$ cat config.mk
export PLATFORM = sky130hd
export DESIGN_NAME = nearest_contact_to_world_position
export DESIGN_NICKNAME = d
export VERILOG_FILES = /design/src/rtl/ncwp_pkg.sv /design/src/rtl/nearest_contact_to_world_position.sv
export SDC_FILE = /design/constraint.sdc
export NUM_CORES = 2
export LEC_CHECK = 0
export BUFFER_PORTS_ARGS = -buffer_cell sky130_fd_sc_hd__buf_2
export CORE_ASPECT_RATIO = 0.9
export CORE_MARGIN = 2
export CORE_UTILIZATION = 55
export DETAILED_ROUTE_END_ITERATION = 16
export PLACE_DENSITY = 0.72
export SETUP_SLACK_MARGIN = 0.3
export SLEW_MARGIN = 20
export SYNTH_ARGS = -nofsm -noshare
export SYNTH_HDL_FRONTEND = slang
export SYNTH_SLANG_ARGS = --single-unit
$ cat constraint.sdc
create_clock -name aclk -period 9.7 [get_ports aclk]
set_input_delay 1.94 -clock aclk [delete_from_list [all_inputs] [get_ports aclk]]
set_output_delay 1.94 -clock aclk [all_outputs]
set_load 0.02 [all_outputs]
$ cat src/rtl/ncwp_pkg.sv
// Package for the nearest contact to world position block: beat types and CORDIC constants.
`timescale 1ns / 1ps

package ncwp_pkg;

    // Rotation count requested and the count actually run (arctangent table holds 24 entries)
    localparam int CORDIC_STEPS = 16;
    localparam int ATAN_ENTRIES = 24;
    localparam int STEPS_RUN    = (CORDIC_STEPS > ATAN_ENTRIES) ? ATAN_ENTRIES : CORDIC_STEPS;
    localparam int STEP_W       = $clog2(ATAN_ENTRIES);

    // Inverse CORDIC gain in Q30
    localparam logic [29:0] KINV_Q30 = 30'd652032874;

    // Datapath widths
    localparam int XY_W = 43;   // CORDIC x and y, 16 guard fraction bits
    localparam int Z_W  = 34;   // residual angle, units of 2^-32 turn

    typedef struct packed {
        logic signed [31:0] observer_x;
        logic signed [31:0] observer_y;
        logic        [15:0] observer_heading;
        logic        [23:0] contact_range;
        logic        [15:0] contact_bearing;
        logic               last_contact;
    } ncwp_in_t;

    typedef struct packed {
        logic signed [31:0] target_x;
        logic signed [31:0] target_y;
        logic        [23:0] nearest_range;
        logic        [15:0] nearest_bearing;
        logic               saturated;
    } ncwp_out_t;

    // Arctangent of 2^-i in units of 2^-32 turn
    function automatic logic [29:0] atan_lut(input logic [STEP_W-1:0] idx);
        logic [29:0] val;
        unique case (idx)
            5'd0:    val = 30'd536870912;
            5'd1:    val = 30'd316933406;
            5'd2:    val = 30'd167458907;
            5'd3:    val = 30'd85004756;
            5'd4:    val = 30'd42667331;
            5'd5:    val = 30'd21354465;
            5'd6:    val = 30'd10679838;
            5'd7:    val = 30'd5340245;
            5'd8:    val = 30'd2670163;
            5'd9:    val = 30'd1335087;
            5'd10:   val = 30'd667544;
            5'd11:   val = 30'd333772;
            5'd12:   val = 30'd166886;
            5'd13:   val = 30'd83443;
            5'd14:   val = 30'd41722;
            5'd15:   val = 30'd20861;
            5'd16:   val = 30'd10430;
            5'd17:   val = 30'd5215;
            5'd18:   val = 30'd2608;
            5'd19:   val = 30'd1304;
            5'd20:   val = 30'd652;
            5'd21:   val = 30'd326;
            5'd22:   val = 30'd163;
            5'd23:   val = 30'd81;
            default: val = 30'd0;
        endcase
        return val;
    endfunction

endpackage

$ cat src/rtl/nearest_contact_to_world_position.sv
// Top level: nearest contact selection and polar to world conversion with an iterative CORDIC.
`timescale 1ns / 1ps

// Contacts of one scan arrive one beat each; the block keeps the one with the least range
// (ties keep the earlier one) and latches the observer pose from the first beat of the set.
// A beat that is not marked last is taken and yields no result. The beat
// marked last starts the conversion: the gain-correcting multiply, then STEPS_RUN
// micro-rotations on the shared CORDIC rotate unit, one micro-rotation per cycle, then
// a final step to round, turn by the quadrant, add the pose and saturate, which waits
// while the previous result still occupies the output register. The block takes no
// beat during the conversion and takes the next beat as soon as the result sits in
// the output register.
module nearest_contact_to_world_position (
    input  logic                aclk,
    input  logic                aresetn,
    input  logic                s_valid,
    output logic                s_ready,
    input  ncwp_pkg::ncwp_in_t  s_payload,
    output logic                m_valid,
    input  logic                m_ready,
    output ncwp_pkg::ncwp_out_t m_payload
);
    import ncwp_pkg::*;

    localparam logic [1:0] ST_IDLE   = 2'd0;
    localparam logic [1:0] ST_MUL    = 2'd1;
    localparam logic [1:0] ST_ITER   = 2'd2;
    localparam logic [1:0] ST_FINISH = 2'd3;

    localparam logic [STEP_W-1:0] LAST_STEP = STEP_W'(STEPS_RUN - 1);

    logic [1:0]               state_reg, state_next;
    logic                     in_set_reg, in_set_next;
    logic [23:0]              best_range_reg, best_range_next;
    logic [15:0]              best_bearing_reg, best_bearing_next;
    logic signed [31:0]       pose_x_reg, pose_x_next;
    logic signed [31:0]       pose_y_reg, pose_y_next;
    logic [15:0]              heading_reg, heading_next;

    logic signed [31:0]       work_x_reg, work_x_next;
    logic signed [31:0]       work_y_reg, work_y_next;
    logic [23:0]              work_range_reg, work_range_next;
    logic [15:0]              work_bearing_reg, work_bearing_next;
    logic [1:0]               quad_reg, quad_next;
    logic signed [XY_W-1:0]   cx_reg, cx_next;
    logic signed [XY_W-1:0]   cy_reg, cy_next;
    logic signed [Z_W-1:0]    cz_reg, cz_next;
    logic [STEP_W-1:0]        step_reg, step_next;

    logic                     m_valid_reg, m_valid_next;
    ncwp_out_t                out_reg, out_next;

    // Combinational helpers
    logic                     s_fire;
    logic                     take_first;
    logic                     better;
    logic [23:0]              sel_range;
    logic [15:0]              sel_bearing;
    logic [15:0]              sel_heading;
    logic [15:0]              abs_angle;
    logic [15:0]              angle_bias;
    logic [1:0]               quad;
    logic [15:0]              resid;
    logic [53:0]              product;
    logic signed [XY_W-1:0]   dx, dy;
    logic signed [Z_W-1:0]    atan_ext;
    logic signed [XY_W:0]     rx_sum, ry_sum;
    logic signed [27:0]       rnd_x, rnd_y;
    logic signed [27:0]       off_x, off_y;
    logic signed [33:0]       sum_x, sum_y;
    logic                     ovf_x, unf_x, ovf_y, unf_y;
    logic                     slot_free;

    assign s_ready   = (state_reg == ST_IDLE);
    assign s_fire    = s_valid && s_ready;
    assign m_valid   = m_valid_reg;
    assign m_payload = out_reg;
    assign slot_free = !m_valid_reg || m_ready;

    // Pick the best contact including the current beat
    assign take_first  = !in_set_reg;
    assign better      = take_first || (s_payload.contact_range < best_range_reg);
    assign sel_range   = better ? s_payload.contact_range : best_range_reg;
    assign sel_bearing = better ? s_payload.contact_bearing : best_bearing_reg;
    assign sel_heading = take_first ? s_payload.observer_heading : heading_reg;

    // Split absolute angle into nearest quadrant and signed residual
    assign abs_angle  = sel_bearing + sel_heading;
    assign angle_bias = abs_angle + 16'h2000;
    assign quad       = angle_bias[15:14];
    assign resid      = abs_angle - {quad, 14'd0};

    // Gain correction multiply
    assign product = 54'(work_range_reg) * 54'(KINV_Q30);

    // Shared micro-rotation unit
    assign dx       = cy_reg >>> step_reg;
    assign dy       = cx_reg >>> step_reg;
    assign atan_ext = Z_W'(atan_lut(step_reg));

    // Round half up by 16 bits and turn by the quadrant
    assign rx_sum = (XY_W+1)'(cx_reg) + (XY_W+1)'(32768);
    assign ry_sum = (XY_W+1)'(cy_reg) + (XY_W+1)'(32768);
    assign rnd_x  = 28'(rx_sum >>> 16);
    assign rnd_y  = 28'(ry_sum >>> 16);

    always_comb begin
        unique case (quad_reg)
            2'd0: begin
                off_x = rnd_x;
                off_y = rnd_y;
            end
            2'd1: begin
                off_x = -rnd_y;
                off_y = rnd_x;
            end
            2'd2: begin
                off_x = -rnd_x;
                off_y = -rnd_y;
            end
            default: begin
                off_x = rnd_y;
                off_y = -rnd_x;
            end
        endcase
    end

    // Add the pose and detect clipping
    assign sum_x = 34'(work_x_reg) + 34'(off_x);
    assign sum_y = 34'(work_y_reg) + 34'(off_y);
    assign ovf_x = (sum_x > 34'sd2147483647);
    assign unf_x = (sum_x < -34'sd2147483648);
    assign ovf_y = (sum_y > 34'sd2147483647);
    assign unf_y = (sum_y < -34'sd2147483648);

    // Sequencer and next-state logic
    always_comb begin
        state_next        = state_reg;
        in_set_next       = in_set_reg;
        best_range_next   = best_range_reg;
        best_bearing_next = best_bearing_reg;
        pose_x_next       = pose_x_reg;
        pose_y_next       = pose_y_reg;
        heading_next      = heading_reg;
        work_x_next       = work_x_reg;
        work_y_next       = work_y_reg;
        work_range_next   = work_range_reg;
        work_bearing_next = work_bearing_reg;
        quad_next         = quad_reg;
        cx_next           = cx_reg;
        cy_next           = cy_reg;
        cz_next           = cz_reg;
        step_next         = step_reg;
        m_valid_next      = m_valid_reg;
        out_next          = out_reg;

        // Drop the result once the sink takes the beat
        if (m_valid_reg && m_ready) begin
            m_valid_next = 1'b0;
        end

        unique case (state_reg)
            ST_IDLE: begin
                if (s_fire) begin
                    best_bearing_next = sel_bearing;
                    if (take_first) begin
                        pose_x_next  = s_payload.observer_x;
                        pose_y_next  = s_payload.observer_y;
                        heading_next = s_payload.observer_heading;
                    end
                    if (s_payload.last_contact) begin
                        // Close the set and hand the winner to the converter
                        in_set_next       = 1'b0;
                        best_range_next   = 24'hFFFFFF;
                        work_x_next       = take_first ? s_payload.observer_x : pose_x_reg;
                        work_y_next       = take_first ? s_payload.observer_y : pose_y_reg;
                        work_range_next   = sel_range;
                        work_bearing_next = sel_bearing;
                        quad_next         = quad;
                        cz_next           = Z_W'({{(Z_W-32){resid[15]}}, resid, 16'd0});
                        state_next        = ST_MUL;
                    end else begin
                        in_set_next     = 1'b1;
                        best_range_next = sel_range;
                    end
                end
            end
            ST_MUL: begin
                cx_next    = XY_W'(product[53:14]);
                cy_next    = '0;
                step_next  = '0;
                state_next = ST_ITER;
            end
            ST_ITER: begin
                // Rotate toward zero residual
                if (!cz_reg[Z_W-1]) begin
                    cx_next = cx_reg - dx;
                    cy_next = cy_reg + dy;
                    cz_next = cz_reg - atan_ext;
                end else begin
                    cx_next = cx_reg + dx;
                    cy_next = cy_reg - dy;
                    cz_next = cz_reg + atan_ext;
                end
                if (step_reg == LAST_STEP) begin
                    state_next = ST_FINISH;
                end else begin
                    step_next = step_reg + STEP_W'(1);
                end
            end
            default: begin
                // Hold until the output register is free
                if (slot_free) begin
                    if (ovf_x) begin
                        out_next.target_x = 32'sh7FFFFFFF;
                    end else if (unf_x) begin
                        out_next.target_x = 32'sh80000000;
                    end else begin
                        out_next.target_x = sum_x[31:0];
                    end
                    if (ovf_y) begin
                        out_next.target_y = 32'sh7FFFFFFF;
                    end else if (unf_y) begin
                        out_next.target_y = 32'sh80000000;
                    end else begin
                        out_next.target_y = sum_y[31:0];
                    end
                    out_next.nearest_range   = work_range_reg;
                    out_next.nearest_bearing = work_bearing_reg;
                    out_next.saturated       = ovf_x || unf_x || ovf_y || unf_y;
                    m_valid_next             = 1'b1;
                    state_next               = ST_IDLE;
                end
            end
        endcase
    end

    // Control registers
    always_ff @(posedge aclk) begin
        if (!aresetn) begin
            state_reg      <= ST_IDLE;
            in_set_reg     <= 1'b0;
            best_range_reg <= 24'hFFFFFF;
            m_valid_reg    <= 1'b0;
        end else begin
            state_reg      <= state_next;
            in_set_reg     <= in_set_next;
            best_range_reg <= best_range_next;
            m_valid_reg    <= m_valid_next;
        end
    end

    // Payload registers
    always_ff @(posedge aclk) begin
        best_bearing_reg <= best_bearing_next;
        pose_x_reg       <= pose_x_next;
        pose_y_reg       <= pose_y_next;
        heading_reg      <= heading_next;
        work_x_reg       <= work_x_next;
        work_y_reg       <= work_y_next;
        work_range_reg   <= work_range_next;
        work_bearing_reg <= work_bearing_next;
        quad_reg         <= quad_next;
        cx_reg           <= cx_next;
        cy_reg           <= cy_next;
        cz_reg           <= cz_next;
        step_reg         <= step_next;
        out_reg          <= out_next;
    end

endmodule

Word level (Yosys, flattened, before mapping)
Memory sizes are Yosys's and may differ from the RTL's. A register that Yosys moved wholly into a read port is not among the register bits.
Index checks and enable logic that the tools add are counted.
{"block": "word_totals", "ff_bits": 460, "rom_bits": 960, "in_bits": 125, "out_inout_bits": 107, "word_cells": 108, "memories": 1}
{"block": "op_classes", "addsub": 16, "mul": 1, "order_cmp": 5, "eq_ne": 9, "shift": 2, "mux": 30, "bitwise": 1, "reduce_logical": 21}
{"memory": "(no name shown)", "words": 32, "word_bits": 30, "rd": 1, "rd_ports_with_merged_regs": 1, "write_ports": 0, "line": "ncwp_pkg.sv:39", "rtl": "unique case (idx)"}
{"operator": "$pmux 43 s2", "n": 2}
{"operator": "$pmux 28 s3", "n": 2}
{"operator": "$mux 32", "n": 4}
{"operator": "$mux 34", "n": 3}
{"operator": "$add 43x17->44 const B", "n": 2}
{"operator": "$add 43x43->43", "n": 2}
{"operator": "$mux 43", "n": 2}
{"operator": "$sshr 43x5->43", "n": 2}
{"operator": "$sub 43x43->43", "n": 2}
{"operator": "$pmux 34 s2", "n": 1}
{"operator": "$add 32x28->33", "n": 2}
{"operator": "$gt 33x32->1 const B", "n": 2}
{"operator": "$lt 33x32->1 const B", "n": 2}
{"operator": "$neg 28->28", "n": 2}
{"operator": "$mul 24x29->53 const B", "n": 1}
{"operator": "$mux 24", "n": 2}
{"operator": "$add 34x31->34", "n": 1}
{"operator": "$sub 34x31->34", "n": 1}
{"operator": "$mux 16", "n": 2}
{"operator": "$lt 24x24->1", "n": 1}
{"operator": "$add 16x14->16 const B", "n": 1}
{"operator": "$add 16x16->16", "n": 1}
{"operator": "$sub 16x16->16", "n": 1}
{"operator": "$mux 5", "n": 2}
{"operator": "21 further kinds", "n": 42}

Longest topological paths before layout
{"block": "depth", "depth_word": 9, "ltp_mapped": 30, "depth_no_buf": 27}

Worst setup path after synthesis
OpenSTA, ideal clock, no wires.
{"block": "synth_timing", "kind": "input port to flip-flop", "start": "input s_payload[30] (netlist name)", "end": "register quad_reg[1], data pin", "arrival_ps": 7514, "required_time_ps": 9439, "setup_slack_ps": 1925, "stages": 25, "path_buffers": 2, "path_cell_list": "ha_1 > a21o_1 > a21o_1 > a21oi_1 > o21ai_0 > a21o_1 > o31ai_1 > clkbuf_1 > buf_1 > mux2_2 > ha_1 > inv_1 > fa_1 > nor2b_1 > o21ai_0 > a21oi_1 > nor4_1 > or4_1 > a31oi_1 > a21o_1 > a21oi_1 > xnor2_1 > ha_1 > xnor3_1 > xor2_1"}
{"block": "synth_between", "elab_chain_cells": 5}
{"item": "start: declaration", "line": "nearest_contact_to_world_position.sv:18", "rtl": "input ncwp_pkg::ncwp_in_t s_payload,"}
{"item": "$lt 24x24->1", "line": "nearest_contact_to_world_position.sv:82", "rtl": "assign better = take_first || (s_payload.contact_range < best_range_reg);"}
{"item": "$logic_or 1x1->1", "line": "nearest_contact_to_world_position.sv:82"}
{"item": "$mux 16", "line": "nearest_contact_to_world_position.sv:84", "rtl": "assign sel_bearing = better ? s_payload.contact_bearing : best_bearing_reg;"}
{"item": "net sel_bearing[0]", "line": "nearest_contact_to_world_position.sv:58", "rtl": "logic [15:0] sel_bearing;"}
{"item": "$add 16x16->16", "line": "nearest_contact_to_world_position.sv:88", "rtl": "assign abs_angle = sel_bearing + sel_heading;"}
{"item": "$add 16x14->16", "line": "nearest_contact_to_world_position.sv:89", "rtl": "assign angle_bias = abs_angle + 16'h2000;"}
{"item": "net angle_bias[15]", "line": "nearest_contact_to_world_position.sv:61", "rtl": "logic [15:0] angle_bias;"}
{"item": "end signal: assignment", "line": "nearest_contact_to_world_position.sv:263", "rtl": "quad_reg <= quad_next;"}
{"item": "end: declaration", "line": "nearest_contact_to_world_position.sv:44", "rtl": "logic [1:0] quad_reg, quad_next;"}
The timed path passes the listed nets, and every way through them passes these cells.
A chain may end at the register's enable or synchronous reset.

Worst setup path after layout
{"block": "layout_timing", "start": "register cy_reg[27]", "end": "register out_reg (netlist bit m_payload[67]), data pin"}
{"block": "layout_between", "elab_chain_cells": 6}
{"item": "start: declaration", "line": "nearest_contact_to_world_position.sv:46", "rtl": "logic signed [XY_W-1:0] cy_reg, cy_next;"}
{"item": "start signal: assignment", "line": "nearest_contact_to_world_position.sv:265", "rtl": "cy_reg <= cy_next;"}
{"item": "$add 43x17->44 *", "line": "nearest_contact_to_world_position.sv:103", "rtl": "assign ry_sum = (XY_W+1)'(cy_reg) + (XY_W+1)'(32768);"}
{"item": "$neg 28->28", "line": "nearest_contact_to_world_position.sv:119", "rtl": "off_y = -rnd_y;"}
{"item": "$pmux 28 s3 *", "line": "nearest_contact_to_world_position.sv:108", "rtl": "unique case (quad_reg)"}
{"item": "$add 32x28->33 *", "line": "nearest_contact_to_world_position.sv:130", "rtl": "assign sum_y = 34'(work_y_reg) + 34'(off_y);"}
{"item": "$lt 33x32->1", "line": "nearest_contact_to_world_position.sv:134", "rtl": "assign unf_y = (sum_y < -34'sd2147483648);"}
{"item": "$mux 32", "line": "nearest_contact_to_world_position.sv:223", "rtl": "end else if (unf_y) begin"}
{"item": "end signal: assignment", "line": "nearest_contact_to_world_position.sv:268", "rtl": "out_reg <= out_next;"}
{"item": "end: declaration", "line": "nearest_contact_to_world_position.sv:51", "rtl": "ncwp_out_t out_reg, out_next;"}
Mark *: on every way between the ends. The rest lies on a longest branch, timed or not.

==> flow_summary.ini <==
[global_route]
grt_pass1_vias = 43370
grt_usage_pct = 34.62
antenna_found_initial = 4
grt_start_max_net_pins = 104
grt_pass1_wl_um = 266100
grt_overflow = 0

[clock_network]
holdBufCountCts = 0
cts_made_buffers = 56
path_clk_slew_ns = 0.06
ctsLongestPathBuffers = 3
cts_tree = done
cts_resized = 0
clk_latency_ns = 0.68
h-tree-depth = 2
clockRootBuffer = clkbuf_16
clock_sinks = 490
cts_setup_buffers = 0

[die]
fp.dieW_um = 334.4
num_rows = 109
num_io_pins = 232
die-area_um2 = 100700
core_area_um2 = 97790
start_util_pct = 55.25
die_h_um = 301.3

[setup_path]
cp_cell_sequence = and3_1 -> nand4_1 -> or4_1 -> xnor2_1 -> a211oi_1 -> nand4_1 -> nor2_1 -> and3_1 -> nor2_1 -> mux4_2 -> nor2_1 -> ha_1 -> a21o_1 -> a21oi_1 -> o21a_1 -> a31oi_1 -> a221o_1 -> nor2_1 -> mux2i_2 -> buf_4 -> o21ai_0
slowest_delay_ns = 1.01
cp_num_buf_inv = 1
worstSetupStartpointType = flop
crit_required_ns = 10.10
cp_slowest_cell = edfxtp_1
path_delay_family = simple AND/OR/NAND/NOR gates
path_max_fanout = 19
path_common_cell = nor2_1
end_kind = flop
worstPathArrival_ns = 8.40
path_class = flop to flop

[routing]
wl_per_cell_um = 25.39
drt-initial-drc-count = 4934
num_vias = 44900
antenna_left = 0
route.detailed.drc = 0
wirelength_um = 177400
drtPass1Iterations = 7
routed_via_density = 6.426

[sta]
slew_viol_final = 0
finClkSkew_ns = 0.03911
finalSetupViolations = 0
tightest_slew_ns = 1.235
fin_crit_sh_pct = 82.43
rsz0062_at_grt = no
final_hold_viol_count = 0
max_freq_mhz = 125.1
slew_headroom_pct = 17.06
layout_min_cycle_time_ns = 7.995
setup_tns_ns = 0

[placed_design]
portBuffers = 231
place.gp.congestion = 1.128
place_hpwl_um = 137500
post_dp_cell_area_um2 = 56270
dp_cells = 6881

[logic_synthesis]
synth_cells = 5580
seq_area_frac_synth_pct = 26.16
synth_warnings = 0
synth_area_um2 = 54020
syn_area_per_cell_um2 = 9.681
syn_nets = 6482
synth_cell_types = 98
synth_edf_count = 432
async_reset_ff_share_pct = 0
ys_seq_elements = 490
synth_ff_type = edfxtp_1

[cells_and_area]
drive_above_1_share_pct = 14.05
fin_area_um2 = 58290
final_cells = 6987
largest_register_ffs = 105
multi_input_area_um2 = 36930
final_common_cell = inv_1
seqCellArea_um2 = 14140
nets = 6566
areaGrowthSynthToFinish_pct = 7.898
layout_common_cells = 479 x inv_1, 468 x ha_1, 432 x edfxtp_1, 421 x nor2_1, 407 x a21oi_1
fill_cells = 8401

[status]
status = finished clean

[hold_path]
hp-class = flop to flop

[run]
maxCapViolations = 0
[cells in the mapped netlist (all sizes together), types with 11 or more instances]
library cell	n	area, um^2
o21bai	34	255.2
o21a	38	285.3
mux2	179	2016
or3	34	212.7
nor3	105	545.5
edfxtp	432	12970
a221oi	14	140.1
and2	42	262.8
a221o	11	110.1
o2111ai	11	96.34
nand2b	45	281.5
or2	25	156.4
clkbuf	199	752.0
o21ai	321	1610
xnor2	192	1682
o22ai	21	131.4
o211ai	36	270.3
a22oi	16	120.1
a21boi	12	90.09
inv	484	1817
a211oi	48	360.4
nand3	98	490.5
a21o	132	991.0
nand2	377	1415
nand4	49	319.0
nor2b	38	237.7
dfxtp	58	1161
a31oi	58	362.9
nor4	34	249.0
fa	307	6146
a41oi	11	96.34
o31ai	35	262.8
buf	85	499.2
o32a	26	260.3
a311oi	14	122.6
a21oi	407	2037
mux2i	105	1051
o221ai	15	131.4
and3	42	262.8
mux4	136	3067
and4	16	140.1
ha	470	5881
xor2	180	1577
nor2	424	1597
[path summary, 6_finish.rpt]
path / cells after the start / startpoint / to / slack [ns]
setup / recovery: 21 / cy_reg[27] / m_payload[67] / 1.70
hold / removal: 0 / work_bearing_reg[8] / m_payload[9] / 0.43
setup reg to reg: 21 / cy_reg[27] / m_payload[67] / 1.70
hold reg to reg: 0 / work_bearing_reg[8] / m_payload[9] / 0.43
[cell families (layout without fill, tap and decap cells)]
logic type | after synthesis | in the layout | share of synthesized area, %
muxes | 420 | 420 | 11.35
adders and majority gates | 777 | 777 | 22.26
DFF | 490 | 490 | 26.16
AOI/OAI and AO/OA | 1377 | 1377 | 16.39
xor gates and xnor gates | 373 | 373 | 6.073
buffers and inverters | 772 | 901 | 5.707
and+or+nand+nor | 1371 | 1371 | 12.06
other | 0 | 2 | 0
[cell type report]
| type | count | area share (%) |
|---|---|---|
| well taps | 1276 | 2.739 |
| flip-flops and latches | 490 | 24.25 |
| multi-input cells | 4318 | 63.35 |
| repair buffers | 310 | 3.104 |
| diodes | 2 | 0.008586 |
| clock inverters | 35 | 0.7942 |
| clock buffers | 68 | 2.604 |
| inverters | 488 | 3.147 |
[through the flow]
| step | utilization (%) | setup slack, ns | hold slack (ns) |
|---|---|---|---|
| CTS | 59.57 | 1.843 | 0.4268 |
| detailed placement | 57.54 | 1.854 | 0.4051 |
| finish | 59.61 | 1.705 | 0.4260 |
| global placement | 57.54 | 2.019 | 0.4050 |
| global route | 59.61 | 1.391 | 0.4322 |
| floorplan | - | 1.925 | 0.4003 |
[per-layer routing]
layer	share of wire (%)	GRT usage (%)
met1	42	47.00
met2	44	53.34
met3	9.7	8.443
met4	4.6	13.95
met5	0.0051	0
Power is not shown: default switching activity piles up to over one toggle a cycle in this logic, so the estimate is an artifact.
